**config.mk**
```make
export PLATFORM = sky130hd
export DESIGN_NAME = page_frame_bitmap_allocator
export DESIGN_NICKNAME = d
export VERILOG_FILES = /design/src/rtl/pfba_pkg.sv /design/src/rtl/page_frame_bitmap_allocator.sv
export VERILOG_INCLUDE_DIRS = /design/src /design/src/rtl
export SDC_FILE = /design/constraint.sdc
export NUM_CORES = 1
export LEC_CHECK = 0
export ABC_CLOCK_PERIOD_IN_PS = 7500
export BUFFER_PORTS_ARGS = -buffer_cell sky130_fd_sc_hd__clkbuf_2
export CAP_MARGIN = 20
export CORE_ASPECT_RATIO = 1.5
export CORE_UTILIZATION = 43
export CTS_CLUSTER_DIAMETER = 100
export DETAILED_ROUTE_END_ITERATION = 12
export MAX_ROUTING_LAYER = met4
export SETUP_SLACK_MARGIN = 0.05
export SLEW_MARGIN = 20
export SYNTH_ARGS = -nofsm -noshare
export SYNTH_HDL_FRONTEND = slang
export SYNTH_SLANG_ARGS = --single-unit
```
**constraint.sdc**
```tcl
create_clock -name clk -period 7.5 [get_ports clk]
set_input_delay 0.75 -clock clk [delete_from_list [all_inputs] [get_ports clk]]
set_output_delay 0.75 -clock clk [all_outputs]
set_load 0.005 [all_outputs]
```
**src/rtl/page_frame_bitmap_allocator_defines.svh**
```systemverilog
`ifndef PAGE_FRAME_BITMAP_ALLOCATOR_DEFINES_SVH
`define PAGE_FRAME_BITMAP_ALLOCATOR_DEFINES_SVH

// Same-cycle implication, checked on every rising edge outside reset.
`define PFBA_ASSERT_NOW(lbl, ante, cons, msg) \
	lbl: assert property (@(posedge clk) disable iff (!arst_n) (ante) |-> (cons)) \
		else $error(msg);

// Next-cycle implication, checked on every rising edge outside reset.
`define PFBA_ASSERT_NEXT(lbl, ante, cons, msg) \
	lbl: assert property (@(posedge clk) disable iff (!arst_n) (ante) |=> (cons)) \
		else $error(msg);

`endif

```
**src/rtl/pfba_pkg.sv**
```systemverilog
`timescale 1ns / 1ps

package pfba_pkg;

	localparam int MAX_PAGES_DEF = 512;

	localparam logic [9:0] TOTAL_RST    = 10'd512;
	localparam logic [9:0] RESERVED_RST = 10'd0;
	localparam logic [9:0] COUNT_MAX    = 10'd1023;

	typedef enum logic [1:0] {
		OP_INIT  = 2'd0,
		OP_ALLOC = 2'd1,
		OP_FREE  = 2'd2
	} op_e_t;

	typedef enum logic [1:0] {
		ST_OK      = 2'd0,
		ST_NOMEM   = 2'd1,
		ST_BADPAGE = 2'd2
	} status_t;

	typedef enum logic [0:0] {
		REG_TOTAL    = 1'b0,
		REG_RESERVED = 1'b1
	} reg_idx_t;

	typedef enum logic [2:0] {
		S_CLEAR,
		S_IDLE,
		S_INIT,
		S_SCAN,
		S_FREE_CHK,
		S_RESP
	} state_t;

endpackage

```
**src/rtl/page_frame_bitmap_allocator.sv**
```systemverilog
`timescale 1ns / 1ps
// Init writes all WORDS bitmap words, WORDS = ceil(MAX_PAGES / 32) (16 at the default size).
// Allocate scans the words below the page limit, one bitmap word read per cycle.
// Free reads the word, checks and writes it back, then responds; one item in flight at a time.
// The bitmap memory has one read and one write port, with registered read.
// Reset clears control state, then a clearing pass over all WORDS words zeroes the bitmap;
// no item is accepted during it, configuration writes are taken as ever.

`include "page_frame_bitmap_allocator_defines.svh"

module page_frame_bitmap_allocator #(
	parameter int MAX_PAGES = pfba_pkg::MAX_PAGES_DEF
) (
	input  logic       clk,
	input  logic       arst_n,
	input  logic       cfg_we,
	input  logic [0:0] cfg_index,
	input  logic [9:0] cfg_wdata,
	input  logic       in_valid,
	output logic       in_ready,
	input  logic [1:0] op,
	input  logic [8:0] page,
	output logic       out_valid,
	input  logic       out_ready,
	output logic [8:0] alloc_page,
	output logic [1:0] status,
	output logic [9:0] free_count
);

	localparam int WORDS = (MAX_PAGES + 31) / 32;
	localparam int AW    = (WORDS > 1) ? $clog2(WORDS) : 1;
	localparam int CW    = $clog2(WORDS + 1);
	localparam int BW    = (CW + 5 > 11) ? CW + 5 : 11;

	// Pages at or above base that lie below bound, as a word mask.
	function automatic logic [31:0] low_mask(input logic [BW-1:0] base,
		input logic [BW-1:0] bound);
		logic [BW-1:0] top;
		logic [31:0]   m;
		top = base + BW'(32);
		if (bound >= top) begin
			m = '1;
		end else if (bound <= base) begin
			m = '0;
		end else begin
			m = (32'd1 << bound[4:0]) - 32'd1;
		end
		return m;
	endfunction

	pfba_pkg::state_t  state_q, state_d;
	logic [9:0]        total_q, reserved_q;
	logic [9:0]        free_q, free_d;
	logic [CW-1:0]     scan_w_q, scan_w_d;
	logic [AW-1:0]     ev_w_q, ev_w_d;
	logic              rv_q, rv_d;
	logic [8:0]        page_q, page_d;
	logic [8:0]        grant_q, grant_d;
	pfba_pkg::status_t status_q, status_d;
	logic              out_valid_q;
	logic [8:0]        alloc_page_q;
	pfba_pkg::status_t status_out_q;
	logic [9:0]        free_out_q;
	logic              out_load;

	logic [31:0]       mem [WORDS];
	logic [31:0]       rdata_q;
	logic              rd_en, wr_en;
	logic [AW-1:0]     rd_addr, wr_addr;
	logic [31:0]       wr_data;

	logic [BW-1:0]     limit_b, res_b, nwords_b;
	logic [9:0]        init_free;
	logic [31:0]       free_bits, low1;
	logic [4:0]        low_idx;
	logic              scan_hit;
	logic              last_word;

	always_comb begin
		limit_b = (BW'(total_q) > BW'(MAX_PAGES)) ? BW'(MAX_PAGES) : BW'(total_q);
		res_b = (BW'(reserved_q) > BW'(MAX_PAGES)) ? BW'(MAX_PAGES) : BW'(reserved_q);
		nwords_b = (limit_b + BW'(31)) >> 5;
		init_free = (res_b >= limit_b) ? 10'd0 : 10'(limit_b - res_b);
		last_word = (scan_w_q == CW'(WORDS - 1));
	end

	// Lowest free page inside the word under evaluation.
	always_comb begin
		free_bits = ~rdata_q & low_mask(BW'({ev_w_q, 5'b0}), limit_b);
		low1 = free_bits & (~free_bits + 32'd1);
		low_idx = '0;
		for (int i = 0; i < 32; i++) begin
			low_idx = low_idx | (low1[i] ? 5'(i) : 5'd0);
		end
	end

	assign scan_hit = (state_q == pfba_pkg::S_SCAN) && rv_q && (free_bits != 32'd0);

	always_comb begin
		state_d  = state_q;
		free_d   = free_q;
		scan_w_d = scan_w_q;
		ev_w_d   = ev_w_q;
		rv_d     = 1'b0;
		page_d   = page_q;
		grant_d  = grant_q;
		status_d = status_q;
		rd_en    = 1'b0;
		rd_addr  = '0;
		wr_en    = 1'b0;
		wr_addr  = '0;
		wr_data  = '0;
		in_ready = 1'b0;
		out_load = 1'b0;
		unique case (state_q)
			pfba_pkg::S_CLEAR: begin
				wr_en   = 1'b1;
				wr_addr = scan_w_q[AW-1:0];
				if (last_word) begin
					scan_w_d = '0;
					state_d  = pfba_pkg::S_IDLE;
				end else begin
					scan_w_d = scan_w_q + CW'(1);
				end
			end
			pfba_pkg::S_IDLE: begin
				in_ready = 1'b1;
				if (in_valid) begin
					grant_d  = '0;
					status_d = pfba_pkg::ST_OK;
					scan_w_d = '0;
					page_d   = page;
					unique case (pfba_pkg::op_e_t'(op))
						pfba_pkg::OP_INIT: state_d = pfba_pkg::S_INIT;
						pfba_pkg::OP_ALLOC: begin
							if (free_q == 10'd0) begin
								status_d = pfba_pkg::ST_NOMEM;
								state_d  = pfba_pkg::S_RESP;
							end else begin
								state_d = pfba_pkg::S_SCAN;
							end
						end
						pfba_pkg::OP_FREE: begin
							if (BW'(page) >= limit_b) begin
								status_d = pfba_pkg::ST_BADPAGE;
								state_d  = pfba_pkg::S_RESP;
							end else begin
								rd_en   = 1'b1;
								rd_addr = AW'(page[8:5]);
								state_d = pfba_pkg::S_FREE_CHK;
							end
						end
						default: state_d = pfba_pkg::S_RESP;
					endcase
				end
			end
			pfba_pkg::S_INIT: begin
				wr_en   = 1'b1;
				wr_addr = scan_w_q[AW-1:0];
				wr_data = low_mask(BW'({scan_w_q, 5'b0}), res_b);
				if (last_word) begin
					free_d  = init_free;
					state_d = pfba_pkg::S_RESP;
				end else begin
					scan_w_d = scan_w_q + CW'(1);
				end
			end
			pfba_pkg::S_SCAN: begin
				// issue the next word read while the previous one is evaluated
				if (BW'(scan_w_q) < nwords_b) begin
					rd_en    = 1'b1;
					rd_addr  = scan_w_q[AW-1:0];
					ev_w_d   = scan_w_q[AW-1:0];
					rv_d     = 1'b1;
					scan_w_d = scan_w_q + CW'(1);
				end
				if (scan_hit) begin
					wr_en    = 1'b1;
					wr_addr  = ev_w_q;
					wr_data  = rdata_q | low1;
					grant_d  = 9'({ev_w_q, low_idx});
					free_d   = free_q - 10'd1;
					status_d = pfba_pkg::ST_OK;
					state_d  = pfba_pkg::S_RESP;
				end else if (!rv_q && !(BW'(scan_w_q) < nwords_b)) begin
					status_d = pfba_pkg::ST_NOMEM;
					state_d  = pfba_pkg::S_RESP;
				end
			end
			pfba_pkg::S_FREE_CHK: begin
				if (rdata_q[page_q[4:0]]) begin
					wr_en   = 1'b1;
					wr_addr = AW'(page_q[8:5]);
					wr_data = rdata_q & ~(32'd1 << page_q[4:0]);
					free_d  = (free_q == pfba_pkg::COUNT_MAX) ? free_q : free_q + 10'd1;
				end else begin
					status_d = pfba_pkg::ST_BADPAGE;
				end
				state_d = pfba_pkg::S_RESP;
			end
			pfba_pkg::S_RESP: begin
				// hold until the output register is free
				if (!out_valid_q || out_ready) begin
					out_load = 1'b1;
					state_d  = pfba_pkg::S_IDLE;
				end
			end
			default: state_d = pfba_pkg::S_IDLE;
		endcase
	end

	always_ff @(posedge clk or negedge arst_n) begin
		if (!arst_n) begin
			state_q     <= pfba_pkg::S_CLEAR;
			scan_w_q    <= '0;
			rv_q        <= 1'b0;
			free_q      <= '0;
			total_q     <= pfba_pkg::TOTAL_RST;
			reserved_q  <= pfba_pkg::RESERVED_RST;
			out_valid_q <= 1'b0;
		end else begin
			state_q  <= state_d;
			scan_w_q <= scan_w_d;
			rv_q     <= rv_d;
			free_q   <= free_d;
			if (cfg_we) begin
				unique case (pfba_pkg::reg_idx_t'(cfg_index))
					pfba_pkg::REG_TOTAL:    total_q    <= cfg_wdata;
					pfba_pkg::REG_RESERVED: reserved_q <= cfg_wdata;
				endcase
			end
			if (out_load) begin
				out_valid_q <= 1'b1;
			end else if (out_ready) begin
				out_valid_q <= 1'b0;
			end
		end
	end

	always_ff @(posedge clk) begin
		ev_w_q   <= ev_w_d;
		page_q   <= page_d;
		grant_q  <= grant_d;
		status_q <= status_d;
		if (out_load) begin
			alloc_page_q <= grant_q;
			status_out_q <= status_q;
			free_out_q   <= free_q;
		end
	end

	always_ff @(posedge clk) begin
		if (wr_en) begin
			mem[wr_addr] <= wr_data;
		end
		if (rd_en) begin
			rdata_q <= mem[rd_addr];
		end
	end

	assign out_valid  = out_valid_q;
	assign alloc_page = alloc_page_q;
	assign status     = status_out_q;
	assign free_count = free_out_q;

	`PFBA_ASSERT_NEXT(a_one_in_flight, in_valid && in_ready, !in_ready, "second item taken while busy")
	`PFBA_ASSERT_NOW(a_no_grant_on_error, out_valid && (status != pfba_pkg::ST_OK), alloc_page == 9'd0, "page granted on error")
	`PFBA_ASSERT_NOW(a_write_states, wr_en, (state_q == pfba_pkg::S_CLEAR) || (state_q == pfba_pkg::S_INIT) || (state_q == pfba_pkg::S_SCAN) || (state_q == pfba_pkg::S_FREE_CHK), "bitmap written outside a write state")
	`PFBA_ASSERT_NEXT(a_alloc_decrement, scan_hit, free_q == $past(free_q) - 10'd1, "free count not decremented on grant")

endmodule
```
# Word level (Yosys, flattened, before mapping)
# Memories as Yosys holds them, arrays and structs flattened. A register that Yosys moved wholly into a read port is not among the register bits.
# Index checks and enable logic that the tools add are counted.
[totals]
n_memories = 1
reg_bits = 85
in_bits = 27
ram_bits = 512
out_inout_bits = 23
[mem_list]
columns = ["name", "depth", "word_bits", "rd", "rd_ports_with_merged_regs", "write_ports", "line_no", "source"]
rows = [
  ["mem", 16, 32, 1, 1, 1, "page_frame_bitmap_allocator.sv:66", "logic [31:0] mem [WORDS];"],
]
[op_classes]
bitwise_logic = 38
addsub = 10
n_reduce_logical = 26
n_mux = 98
shift = 3
n_eq_ne = 20
order_cmp = 10
[op_table]
columns = ["cell", "n"]
rows = [
  ["32-bit 2-to-1 mux", 6],
  ["5-bit 2-to-1 mux", 20],
  ["32-bit bitwise AND", 3],
  ["32-bit NOT", 3],
  ["32-bit one-hot mux with 3 select lines", 1],
  ["1-bit by 5-bit left shift with 32-bit output, first input constant", 3],
  ["5-bit OR", 15],
  ["10-bit 2-to-1 mux", 7],
  ["32-bit by 1-bit subtractor with 32-bit output, second input constant", 2],
  ["4-bit 2-to-1 mux", 14],
  ["3-bit 2-to-1 mux", 11],
  ["32-bit by 1-bit adder with 32-bit output, second input constant", 1],
  ["32-bit OR", 1],
  ["32-bit nonzero test", 1],
  ["10-bit one-hot mux with 3 select lines", 1],
  ["4-bit OR", 7],
  ["10-bit >= comparator", 2],
  ["10-bit greater-than comparator, second input constant", 2],
  ["5-bit one-hot mux with 4 select lines", 1],
  ["1-bit 2-to-1 mux", 18],
  ["9-bit 2-to-1 mux", 2],
  ["2-bit inequality test, second input constant", 9],
  ["3-bit one-hot mux with 6 select lines", 1],
  ["9-bit one-hot mux with 2 select lines", 1],
  ["other kinds (52)", 73],
]

# Depth between registers and ports, before layout
# Gate-level depths: netlist of run 1.
[logic_depth]
word_depth = 43
depth_mapped = 20

# Worst setup path before layout of run 1
# Ideal clock, no wire load.
[synth_timing]
kind = "register to register"
startpoint = "register total_q[9]"
endpoint = "memory mem[0][0], enable pin"
stages_incl_launch_ff = 19
t_arrival_ns = 6.980
setup_ns = 0.480
path_slack_ns = 0.040
n_path_buf = 7
required_time_ns = 7.020
path_cell_list = "dfstp_2 clkbuf_1 buf_2 buf_1 clkbuf_1 nor2b_1 ha_1 nor2b_1 o21ai_0 a31o_2 buf_2 buf_1 a21oi_1 nor4b_1 a41oi_2 clkbuf_1 o21ai_1 nand2_1 a311oi_1"
[synth_via]
elab_chain_len = 13
word_cells_on_any_way = 17
cone_classes = "add/sub: 1; order compare: 3; shift: 1; mux: 9; bitwise: 1; reduce/logical: 2"
[synth_lines]
columns = ["element", "line_no", "source"]
rows = [
  ["start: declaration", "page_frame_bitmap_allocator.sv:52", "logic [9:0] total_q, reserved_q;"],
  ["start signal: assignment", "page_frame_bitmap_allocator.sv:218", "total_q <= pfba_pkg::TOTAL_RST;"],
  ["start signal: assignment", "page_frame_bitmap_allocator.sv:228", "pfba_pkg::REG_TOTAL: total_q <= cfg_wdata;"],
  ["10-bit greater-than comparator", "page_frame_bitmap_allocator.sv:80", "limit_b = (BW'(total_q) > BW'(MAX_PAGES)) ? BW'(MAX_PAGES) : BW'(total_q);"],
  ["10-bit 2-to-1 mux *", "page_frame_bitmap_allocator.sv:80", ""],
  ["1-bit by 5-bit left shift with 32-bit output", "page_frame_bitmap_allocator.sv:46", "m = (32'd1 << bound[4:0]) - 32'd1;"],
  ["32-bit by 1-bit subtractor with 32-bit output", "page_frame_bitmap_allocator.sv:46", ""],
  ["32-bit 2-to-1 mux", "page_frame_bitmap_allocator.sv:43", "end else if (bound <= base) begin"],
  ["32-bit 2-to-1 mux *", "page_frame_bitmap_allocator.sv:41", "if (bound >= top) begin"],
  ["32-bit bitwise AND *", "page_frame_bitmap_allocator.sv:89", "free_bits = ~rdata_q & low_mask(BW'({ev_w_q, 5'b0}), limit_b);"],
  ["32-bit nonzero test *", "page_frame_bitmap_allocator.sv:97", "assign scan_hit = (state_q == pfba_pkg::S_SCAN) && rv_q && (free_bits != 32'd0);"],
  ["1-bit logical AND *", "page_frame_bitmap_allocator.sv:97", ""],
  ["1-bit 2-to-1 mux", "page_frame_bitmap_allocator.sv:177", "if (scan_hit) begin"],
  ["1-bit one-hot mux with 3 select lines", "page_frame_bitmap_allocator.sv:115", "unique case (state_q)"],
  ["1-bit 2-to-1 mux", "page_frame_bitmap_allocator.sv:253", "if (wr_en) begin"],
  ["1-bit 2-to-1 mux (implied by the code)", "page_frame_bitmap_allocator.sv:254", "mem[wr_addr] <= wr_data;"],
  ["end: declaration", "page_frame_bitmap_allocator.sv:66", ""],
]
# Every way passes the cells marked *; elsewhere a longest branch is shown, timed or not.

# Worst setup path after layout of run 1
[layout_timing]
startpoint = "register total_q[9]"
endpoint = "memory mem[0][30], enable pin"
# The elaborated chain is that of the path after synthesis.

==> results of run 1 <==
==> power groups by stage <==
stage / sequential [mW] / clock [mW] / combinational, mW
global placement: 4.81 / 0 / 2.92
global route: 4.78 / 3.00 / 3.23
finish: 4.75 / 2.84 / 2.99
CTS: 4.74 / 2.89 / 2.96
detailed placement: 4.81 / 0 / 2.95
floorplan: 4.62 / 0 / 1.97
==> metal layers <==
layer  routed length (um)  vias up  share of wire
met5                    0        -              0
met4                 6100        0          0.067
met3                 3910      225          0.043
met2                47100      673           0.52
met1                34100     9821           0.37
li1                     -     8712              -
==> per-stage QoR <==
stage / cell area [um^2] / setup WS, ns / hold WS (ns) / instances
2_1_floorplan: 29400 / 0.138 / 0.400 / 2187
3_3_place_gp: 31100 / 1.50 / 0.403 / 3077
3_5_place_dp: 31100 / 1.38 / 0.410 / 3078
4_1_cts: 32900 / 1.31 / 0.288 / 3183
5_1_grt: 33000 / 0.960 / 0.315 / 3190
6_report: 33000 / 1.30 / 0.253 / 3190
==> synth_stat cells (all sizes together), types with 9 or more instances <==
| master | n | share of area |
|---|---|---|
| mux4 | 10 | 0.0077 |
| o22ai | 134 | 0.029 |
| o21ai | 133 | 0.023 |
| o31ai | 9 | 0.0023 |
| nand3 | 33 | 0.0056 |
| nor3 | 30 | 0.0051 |
| clkbuf | 74 | 0.0095 |
| ha | 61 | 0.026 |
| inv | 60 | 0.0077 |
| nor4 | 17 | 0.0043 |
| or3 | 14 | 0.0032 |
| xor2 | 9 | 0.0027 |
| nand4 | 13 | 0.0028 |
| or4 | 35 | 0.0091 |
| nor2 | 123 | 0.016 |
| a21oi | 87 | 0.015 |
| a21o | 16 | 0.0041 |
| a31oi | 16 | 0.0034 |
| o221ai | 18 | 0.0054 |
| nand2b | 22 | 0.0047 |
| or2 | 18 | 0.0038 |
| dfrtp | 39 | 0.033 |
| mux2 | 21 | 0.0081 |
| mux2i | 259 | 0.088 |
| edfxtp | 589 | 0.60 |
| buf | 49 | 0.0083 |
| xnor2 | 21 | 0.0063 |
| o211ai | 27 | 0.0069 |
| nand2 | 89 | 0.011 |
| nor2b | 20 | 0.0043 |
| o21a | 9 | 0.0023 |
==> registers in the layout, indices dropped and copies added (netlist names) <==
register    cells
mem           512
rdata_q        32
free_count     10
free_q         10
reserved_q     10
total_q        10
alloc_page      9
grant_q         9
page_q          9
scan_w_q        5
ev_w_q          4
state_q         3
status          2
status_q        2
out_valid       1
rv_q            1
==> logic make-up (layout without fill, tap and decap cells) <==
| family | count (synthesis) | in the layout | synth area share |
|---|---|---|---|
| compound gates | 535 | 535 | 0.116 |
| xor+xnor | 30 | 30 | 0.00895 |
| fa+ha+maj | 63 | 63 | 0.0274 |
| buf+inv | 184 | 295 | 0.0255 |
| flops | 629 | 629 | 0.636 |
| mux | 290 | 290 | 0.104 |
| simple gates | 456 | 456 | 0.0815 |
==> area by class of cell <==
type,count,area (um^2)
clock buffer,67,1490
sequential,629,18700
inverter,61,229
clock inverter,38,314
multi-input combinational,1374,10200
fill,5861,34800
timing repair buffer,129,981
tap,892,1120
==> final timing paths <==
check | start | to | slack (ns) | depth (start not counted)
hold reg to reg | grant_q[1]$_SDFFCE_PN0P_ | alloc_page[1]$_DFFE_PP_ | 0.43 | 0
setup reg to reg | total_q[9]$_DFFE_PN1P_ | mem[0][30]$_DFFE_PP_ | 1.30 | 17
hold / removal | arst_n | free_q[4]$_DFFE_PN0P_ | 0.25 | 1
min in group clk | cfg_wdata[9] | total_q[9]$_DFFE_PN1P_ | 0.32 | 3
setup / recovery | total_q[9]$_DFFE_PN1P_ | mem[0][30]$_DFFE_PP_ | 1.30 | 17
max in group asynchronous | arst_n | total_q[2]$_DFFE_PN0P_ | 6.62 | 1
==> flow_summary.json, run 1 <==
{
  "ioPinCount": 50,
  "grt_use_total": 0.270,
  "initial_utilization": 0.433,
  "fin_nets": 2343,
  "use_met3": 0.0303,
  "syn_inst": 2187,
  "rows": 117,
  "yosys_warnings": 0,
  "num_vias": 19400,
  "h-tree-depth": 2,
  "drc": 0,
  "status": "completed",
  "die_w_um": 215,
  "routabilityCongestion": 1.04,
  "slew_viol_final": 0,
  "wl_per_cell_um": 28.6,
  "cts_buffer_depth": 3,
  "clk_pin_slew_ns": 0.08,
  "avgSynthCellArea_um2": 13.4,
  "synth_async_sr_flop_share": 0.0636,
  "ys_seq_area_frac": 0.636,
  "path_cells": "inv_1, nand2_1, inv_1, ha_1, and4_1, a31oi_1, a31oi_1, buf_4, o21bai_1, o2111ai_1, nor4_4, buf_4, a41oi_4, o21ai_0, o211ai_1, a311oi_4, buf_12",
  "vdd_drop_max_uv": 205,
  "worst_skew_pair.late_latency_ns": 0.65,
  "netSwitchingFraction": 0.340,
  "layout_commonest_cell": "edfxtp_1",
  "skew_ns": 0.0404,
  "syn-num-nets": 2277,
  "power_density_nw_per_um2": 321,
  "crit_buf_inv": 5,
  "cap_viol_max_count": 0,
  "post-route-util": 0.486,
  "finalHoldViolCount": 0,
  "hold_class": "in -> async",
  "critPathRequiredTime_ns": 7.81,
  "area_delta_synth_final_pct": 12.3,
  "met1_usage": 0.297,
  "post_cts_buffers": 0,
  "antennaDiodeCount": 0,
  "postCtsHoldBufs": 0,
  "final-setup-viol-count": 0,
  "die_area_um2": 69400,
  "end_kind": "flop",
  "drtIter0Drc": 1749,
  "cts.sinks": 629,
  "post-route-min-period_ns": 6.20,
  "grt_pass1_wl_um": 132000,
  "pwr-share-seq": 0.449,
  "grt_use_met2": 0.472,
  "synth-main-ff-cell": "edfxtp_1",
  "dpl.hpwl_um": 62800,
  "p_int_mw": 6.98,
  "p_leak_nw": 12.8,
  "pwr-share-clk": 0.268,
  "slowest_stage": "a311oi_4",
  "grt_pass1_vias": 19400,
  "drt_pass1_iterations": 5,
  "slew_headroom": 0.212,
  "grt-busiest-layer": "met2",
  "cts-buffers-inserted": 58,
  "antenna_found_initial": 0,
  "die_h_um": 322,
  "routed_wl_um": 91200,
  "port_buffers": 49,
  "antenna_left": 0,
  "cp.arrival_ns": 6.51,
  "via_per_inst": 6.09,
  "root_buffer": "clkbuf_16",
  "power_mw": 10.6,
  "crit_family": "compound AO/OA/AOI/OAI gates",
  "finalSetupTns_ns": 0,
  "syn-cell-area_um2": 29400,
  "ys_types": 89,
  "post_cts_resized": 0,
  "pwr-share-comb": 0.283,
  "synth_seq_cells": 629,
  "max_freq_mhz": 161,
  "layout_common_cells": "589 x edfxtp_1, 259 x mux2i_1, 134 x o22ai_1, 122 x o21ai_0, 109 x nor2_1",
  "core_area_um2": 67800,
  "rsz0062_at_grt": "false",
  "p_switching_mw": 3.59,
  "crit_path_max_incr_delay_ns": 0.86,
  "grt_overflow": 0,
  "drive_gt1_frac": 0.133,
  "grt_max_degree": 54,
  "worst_pin_slew_ns": 1.18,
  "cts_tree": "built",
  "start_kind": "flop",
  "critical_path_class": "reg -> reg",
  "crit_fanout": 22,
  "synth_edf_count": 589,
  "finalCritPeriodShare": 0.827
}
Note: power is estimated with default switching activity, not from simulation.
==> run 2: changes to the inputs <==
--- a/config.mk
+++ b/config.mk
@@ -6,7 +6,7 @@
 export SDC_FILE = /design/constraint.sdc
 export NUM_CORES = 1
 export LEC_CHECK = 0
-export ABC_CLOCK_PERIOD_IN_PS = 7500
+export ABC_CLOCK_PERIOD_IN_PS = 5100
 export BUFFER_PORTS_ARGS = -buffer_cell sky130_fd_sc_hd__clkbuf_2
 export CAP_MARGIN = 20
 export CORE_ASPECT_RATIO = 1.5
==> constraint.sdc (replaced) <==
create_clock -name clk -period 5.1 [get_ports clk]
set_input_delay 0.51 -clock clk [delete_from_list [all_inputs] [get_ports clk]]
set_output_delay 0.51 -clock clk [all_outputs]
set_load 0.005 [all_outputs]
==> flow_summary.json, run 2 (synthesis gave the netlist of run 1 again) <==
{
  "status": "completed",
  "root_buffer": "clkbuf_16",
  "die_h_um": 322,
  "worst_pin_slew_ns": 1.10,
  "cts-buffers-inserted": 58,
  "layout_commonest_cell": "edfxtp_1",
  "antenna_left": 0,
  "finalSetupTns_ns": 0,
  "crit_fanout": 17,
  "finalHoldViolCount": 0,
  "die_w_um": 215,
  "drive_gt1_frac": 0.176,
  "grt_use_total": 0.281,
  "drt_pass1_iterations": 5,
  "path_cells": "buf_4, nor2b_4, ha_1, nor2b_2, o211ai_1, a221oi_1, o21ba_2, a2111o_1, nor4_4, a41oi_4, buf_4, o21ai_1, nand2_1, a311oi_4, buf_12",
  "top_regs": "mem x512, rdata_q x32",
  "cap_viol_max_count": 0,
  "core_area_um2": 67800,
  "critical_path_class": "reg -> reg",
  "hp-start": "page[0]",
  "slew_headroom": 0.267,
  "dp_slack_ns": 0.0252,
  "grt_pass1_wl_um": 137000,
  "area_delta_synth_final_pct": 16.3,
  "routed_wl_um": 94500,
  "max_freq_mhz": 202,
  "routabilityCongestion": 1.00,
  "fin_nets": 2425,
  "cts.sinks": 629,
  "cp.arrival_ns": 5.30,
  "power_density_nw_per_um2": 473,
  "slew_viol_final": 0,
  "cts_buffer_depth": 3,
  "die_area_um2": 69400,
  "worst_skew_pair.late_latency_ns": 0.67,
  "antennaDiodeCount": 0,
  "grt_max_degree": 49,
  "layout_common_cells": "589 x edfxtp_1, 259 x mux2i_1, 133 x o22ai_1, 125 x buf_4, 116 x o21ai_0",
  "wl_per_cell_um": 28.9,
  "start_kind": "flop",
  "ioPinCount": 50,
  "drc": 0,
  "hold_class": "in -> reg",
  "slowest_stage": "dfstp_2",
  "worst_hold_slack_ns": 0.0570,
  "antenna_found_initial": 0,
  "rsz0062_at_grt": "true",
  "via_per_inst": 6.10,
  "dpl.hpwl_um": 65300,
  "critPathRequiredTime_ns": 5.44,
  "largest_reg_flops": 512,
  "rows": 117,
  "port_buffers": 49,
  "final-setup-viol-count": 0,
  "p_leak_nw": 13.4,
  "drtIter0Drc": 1868,
  "timing.rr.start": "total_q[9]$_DFFE_PN1P_",
  "final_critical_path_setup_slack_ns": 0.140,
  "h-tree-depth": 2,
  "grt_pass1_vias": 20100,
  "initial_utilization": 0.433,
  "end_kind": "flop",
  "skew_ns": 0.0357,
  "crit_path_max_incr_delay_ns": 0.53,
  "largest-register": "mem",
  "num_vias": 20000,
  "clk_pin_slew_ns": 0.06,
  "post-route-util": 0.504,
  "finalCritPeriodShare": 0.973,
  "cts_tree": "built",
  "grt_overflow": 0,
  "critPathLaunch": "total_q[9]$_DFFE_PN1P_",
  "crit_path_frequent_cell": "buf_4",
  "post-route-min-period_ns": 4.96,
  "vdd_drop_max_uv": 471
}
==> run 2: area by class of cell <==
type	count	area (um^2)
clock inverters	40	438
clock buffers	64	1470
repair buffers	211	1870
fillers	5770	33600
well taps	892	1120
multi-input cells	1374	10400
flip-flops and latches	629	18700
inverters	61	229
==> run 2: per-stage QoR <==
step	total power [mW]	area, um^2	cells
after floorplan	9.79	29700	2187
after global placement	11.7	32100	3159
after detailed placement	11.8	32100	3159
after CTS	16.1	34000	3263
after global routing	16.8	34200	3271
final	16.2	34200	3271
==> run 2: per-layer routing <==
layer	vias up	global-route usage	part of all wire
met4	0	0.168	0.068
li1	8894	-	-
met2	725	0.493	0.52
met1	10100	0.305	0.37
met3	286	0.0314	0.045
met5	-	-	0
==> run 2: what timing repair did <==
action / 4_1_cts / 5_1_grt
endpoints found under the setup margin: 28 / 809
hold buffers: 0 / 1
resized for setup: 2 / 22
buffers inserted: 0 / 1
gates cloned: 0 / 0
hold endpoints to repair: 0 / 39
pin swaps: 0 / 3
==> run 2: worst max-delay path: cells and delay by family (launching register included) <==
kind / cells / cell delay [ns]
AOI/OAI and AO/OA: 7 / 2.37
and+or+nand+nor: 4 / 0.73
buffers and inverters: 3 / 0.68
DFF: 1 / 0.53
adders and majority gates: 1 / 0.32
==> run 2: path summary, 6_finish.rpt <==
| kind | to | slack (ns) | cells past startpoint |
|---|---|---|---|
| min in group asynchronous | free_q[4]$_DFFE_PN0P_ | 0.42 | 2 |
| worst max register to register | mem[0][18]$_DFFE_PP_ | 0.14 | 15 |
| worst min-delay path | page_q[0]$_DFFE_PP_ | 0.06 | 1 |
| worst min register to register | alloc_page[2]$_DFFE_PP_ | 0.42 | 0 |
| worst max-delay path | mem[0][18]$_DFFE_PP_ | 0.14 | 15 |
| max in group asynchronous | total_q[4]$_DFFE_PN0P_ | 4.28 | 2 |
==> run 2: report_power, final <==
part,internal (mW),switching [mW]
Combinational,1.77,3.08
Sequential,6.49,0.453
Clock,2.41,1.96
==> run 3: changes to the inputs <==
--- a/config.mk
+++ b/config.mk
@@ -10,10 +10,11 @@
 export BUFFER_PORTS_ARGS = -buffer_cell sky130_fd_sc_hd__clkbuf_2
 export CAP_MARGIN = 20
 export CORE_ASPECT_RATIO = 1.5
-export CORE_UTILIZATION = 43
+export CORE_UTILIZATION = 55
 export CTS_CLUSTER_DIAMETER = 100
 export DETAILED_ROUTE_END_ITERATION = 12
 export MAX_ROUTING_LAYER = met4
+export PLACE_DENSITY = 0.74
 export SETUP_SLACK_MARGIN = 0.05
 export SLEW_MARGIN = 20
 export SYNTH_ARGS = -nofsm -noshare
==> flow_summary.json, run 3 (synthesis gave the netlist of run 1 again) <==
{
  "finalHoldViolCount": 0,
  "root_buffer": "clkbuf_16",
  "instances_no_fill": 3047,
  "slew_viol_final": 0,
  "grt_pass1_wl_um": 131000,
  "drc": 0,
  "design_area_um2": 33700,
  "slew_headroom": 0.206,
  "max_freq_mhz": 205,
  "p_leak_nw": 13.3,
  "initial_utilization": 0.557,
  "die_area_um2": 54300,
  "routed_wl_um": 89900,
  "antennaDiodeCount": 0,
  "dpl.hpwl_um": 61100,
  "ff2ff_path_depth": 15,
  "place_area_um2": 31700,
  "core_area_um2": 52700,
  "critPathRequiredTime_ns": 5.45,
  "cts_buffer_depth": 3,
  "h-tree-depth": 2,
  "worst_pin_slew_ns": 1.19,
  "finalCritPeriodShare": 0.954,
  "r2r_slack_ns": 0.23,
  "num_vias": 20100,
  "fin_nets": 2409,
  "antenna_left": 0,
  "worst_skew_pair.late_latency_ns": 0.65,
  "power_density_nw_per_um2": 473,
  "cp.arrival_ns": 5.22,
  "clk_pin_slew_ns": 0.07,
  "grt_use_total": 0.346,
  "regToRegEndpoint": "mem[12][5]$_DFFE_PP_",
  "drive_gt1_frac": 0.165,
  "via_per_inst": 6.59,
  "port_buffers": 49,
  "grt_max_degree": 43,
  "antenna_found_initial": 0,
  "cts.sinks": 629,
  "area_delta_synth_final_pct": 14.7,
  "cts-buffers-inserted": 56,
  "grt_pass1_vias": 20400,
  "drt_pass1_iterations": 6,
  "hold_class": "in -> async",
  "cap_viol_max_count": 0,
  "dp.cells": 2938,
  "largest_reg_flops": 512,
  "cts_tree": "built",
  "die_w_um": 191,
  "grt_overflow": 0,
  "wl_per_cell_um": 29.5,
  "skew_ns": 0.0358,
  "post-route-min-period_ns": 4.87,
  "rows": 103,
  "timing.rr.start": "total_q[9]$_DFFE_PN1P_",
  "status": "completed",
  "largest-register": "mem",
  "final-setup-viol-count": 0,
  "drtIter0Drc": 1683,
  "routabilityCongestion": 1.06,
  "crit_fanout": 16,
  "layout_commonest_cell": "edfxtp_1",
  "vdd_drop_max_uv": 405,
  "critical_path_class": "reg -> reg",
  "ioPinCount": 50,
  "end_kind": "flop",
  "layout_common_cells": "589 x edfxtp_1, 259 x mux2i_1, 134 x o22ai_1, 118 x o21ai_0, 113 x buf_4",
  "die_h_um": 285,
  "rsz0062_at_grt": "false",
  "start_kind": "flop",
  "top_regs": "mem x512, rdata_q x32"
}
## run 3: through the flow
stage	setup TNS, ns	total power [mW]	util	hold slack (ns)	setup slack [ns]
2_1_floorplan	-1.96	9.79	-	0.214	-0.0514
3_3_place_gp	0	11.6	0.602	0.401	0.0153
3_5_place_dp	0	11.6	0.602	0.405	0.0409
4_1_cts	0	15.9	0.637	0.0874	0.0504
5_1_grt	0	16.5	0.639	0.103	0.0558
6_report	0	15.9	0.639	0.0448	0.233
## run 3: worst max-delay path by stage
| stage | slack [ns] | startpoint | to |
|---|---|---|---|
| floorplan | -0.05 | total_q[9]$_DFFE_PN1P_ | mem[0][0]$_DFFE_PP_ |
| global placement | 0.02 | total_q[0]$_DFFE_PN0P_ | rdata_q[6]$_DFFE_PP_ |
| detailed placement | 0.04 | total_q[2]$_DFFE_PN0P_ | rdata_q[6]$_DFFE_PP_ |
| CTS | 0.05 | total_q[2]$_DFFE_PN0P_ | rdata_q[6]$_DFFE_PP_ |
| global route | 0.06 | ev_w_q[2]$_DFFE_PP_ | mem[0][17]$_DFFE_PP_ |
| finish | 0.23 | total_q[9]$_DFFE_PN1P_ | mem[12][5]$_DFFE_PP_ |
## run 3: where the power goes
part / switching (mW) / total (mW) / internal (mW)
combinational: 3.01 / 4.73 / 1.71
clock: 1.89 / 4.28 / 2.39
sequential: 0.443 / 6.94 / 6.49
total: 5.35 / 15.9 / 10.6
## run 3: layer usage
| layer | track usage | vias to the layer above | part of all wire |
|---|---|---|---|
| met1 | 0.389 | 10000 | 0.36 |
| li1 | - | 8867 | - |
| met2 | 0.586 | 924 | 0.51 |
| met4 | 0.213 | 0 | 0.068 |
| met5 | - | - | 0 |
| met3 | 0.0410 | 293 | 0.060 |
## run 3: repair_timing
action / CTS / global route
setup buffers: 0 / 1
resized for setup: 1 / 11
setup endpoints to repair: 1 / 549
pin swaps: 0 / 1
hold buffers: 0 / 0
## run 3: final cells by class
| type | instances | area [um^2] |
|---|---|---|
| clock buffers | 70 | 1450 |
| clock inverters | 34 | 409 |
| fillers | 3903 | 19000 |
| inverters | 61 | 229 |
| multi-input cells | 1374 | 10300 |
| flip-flops and latches | 629 | 18700 |
| well taps | 682 | 853 |
| repair buffers | 197 | 1740 |
## run 3: critical path, cell delays in order, from the launching register on
cell and delay (ns):
dfstp_2 0.54, inv_2 0.11, nand2_4 0.10, inv_2 0.08
ha_1 0.31, and4_1 0.22, a31oi_2 0.28, a31oi_4 0.28
a21oi_1 0.46, o2111ai_4 0.26, nor4_4 0.40, a41oi_4 0.32
buf_4 0.29, o21ai_0 0.33, o221ai_1 0.32, buf_4 0.28
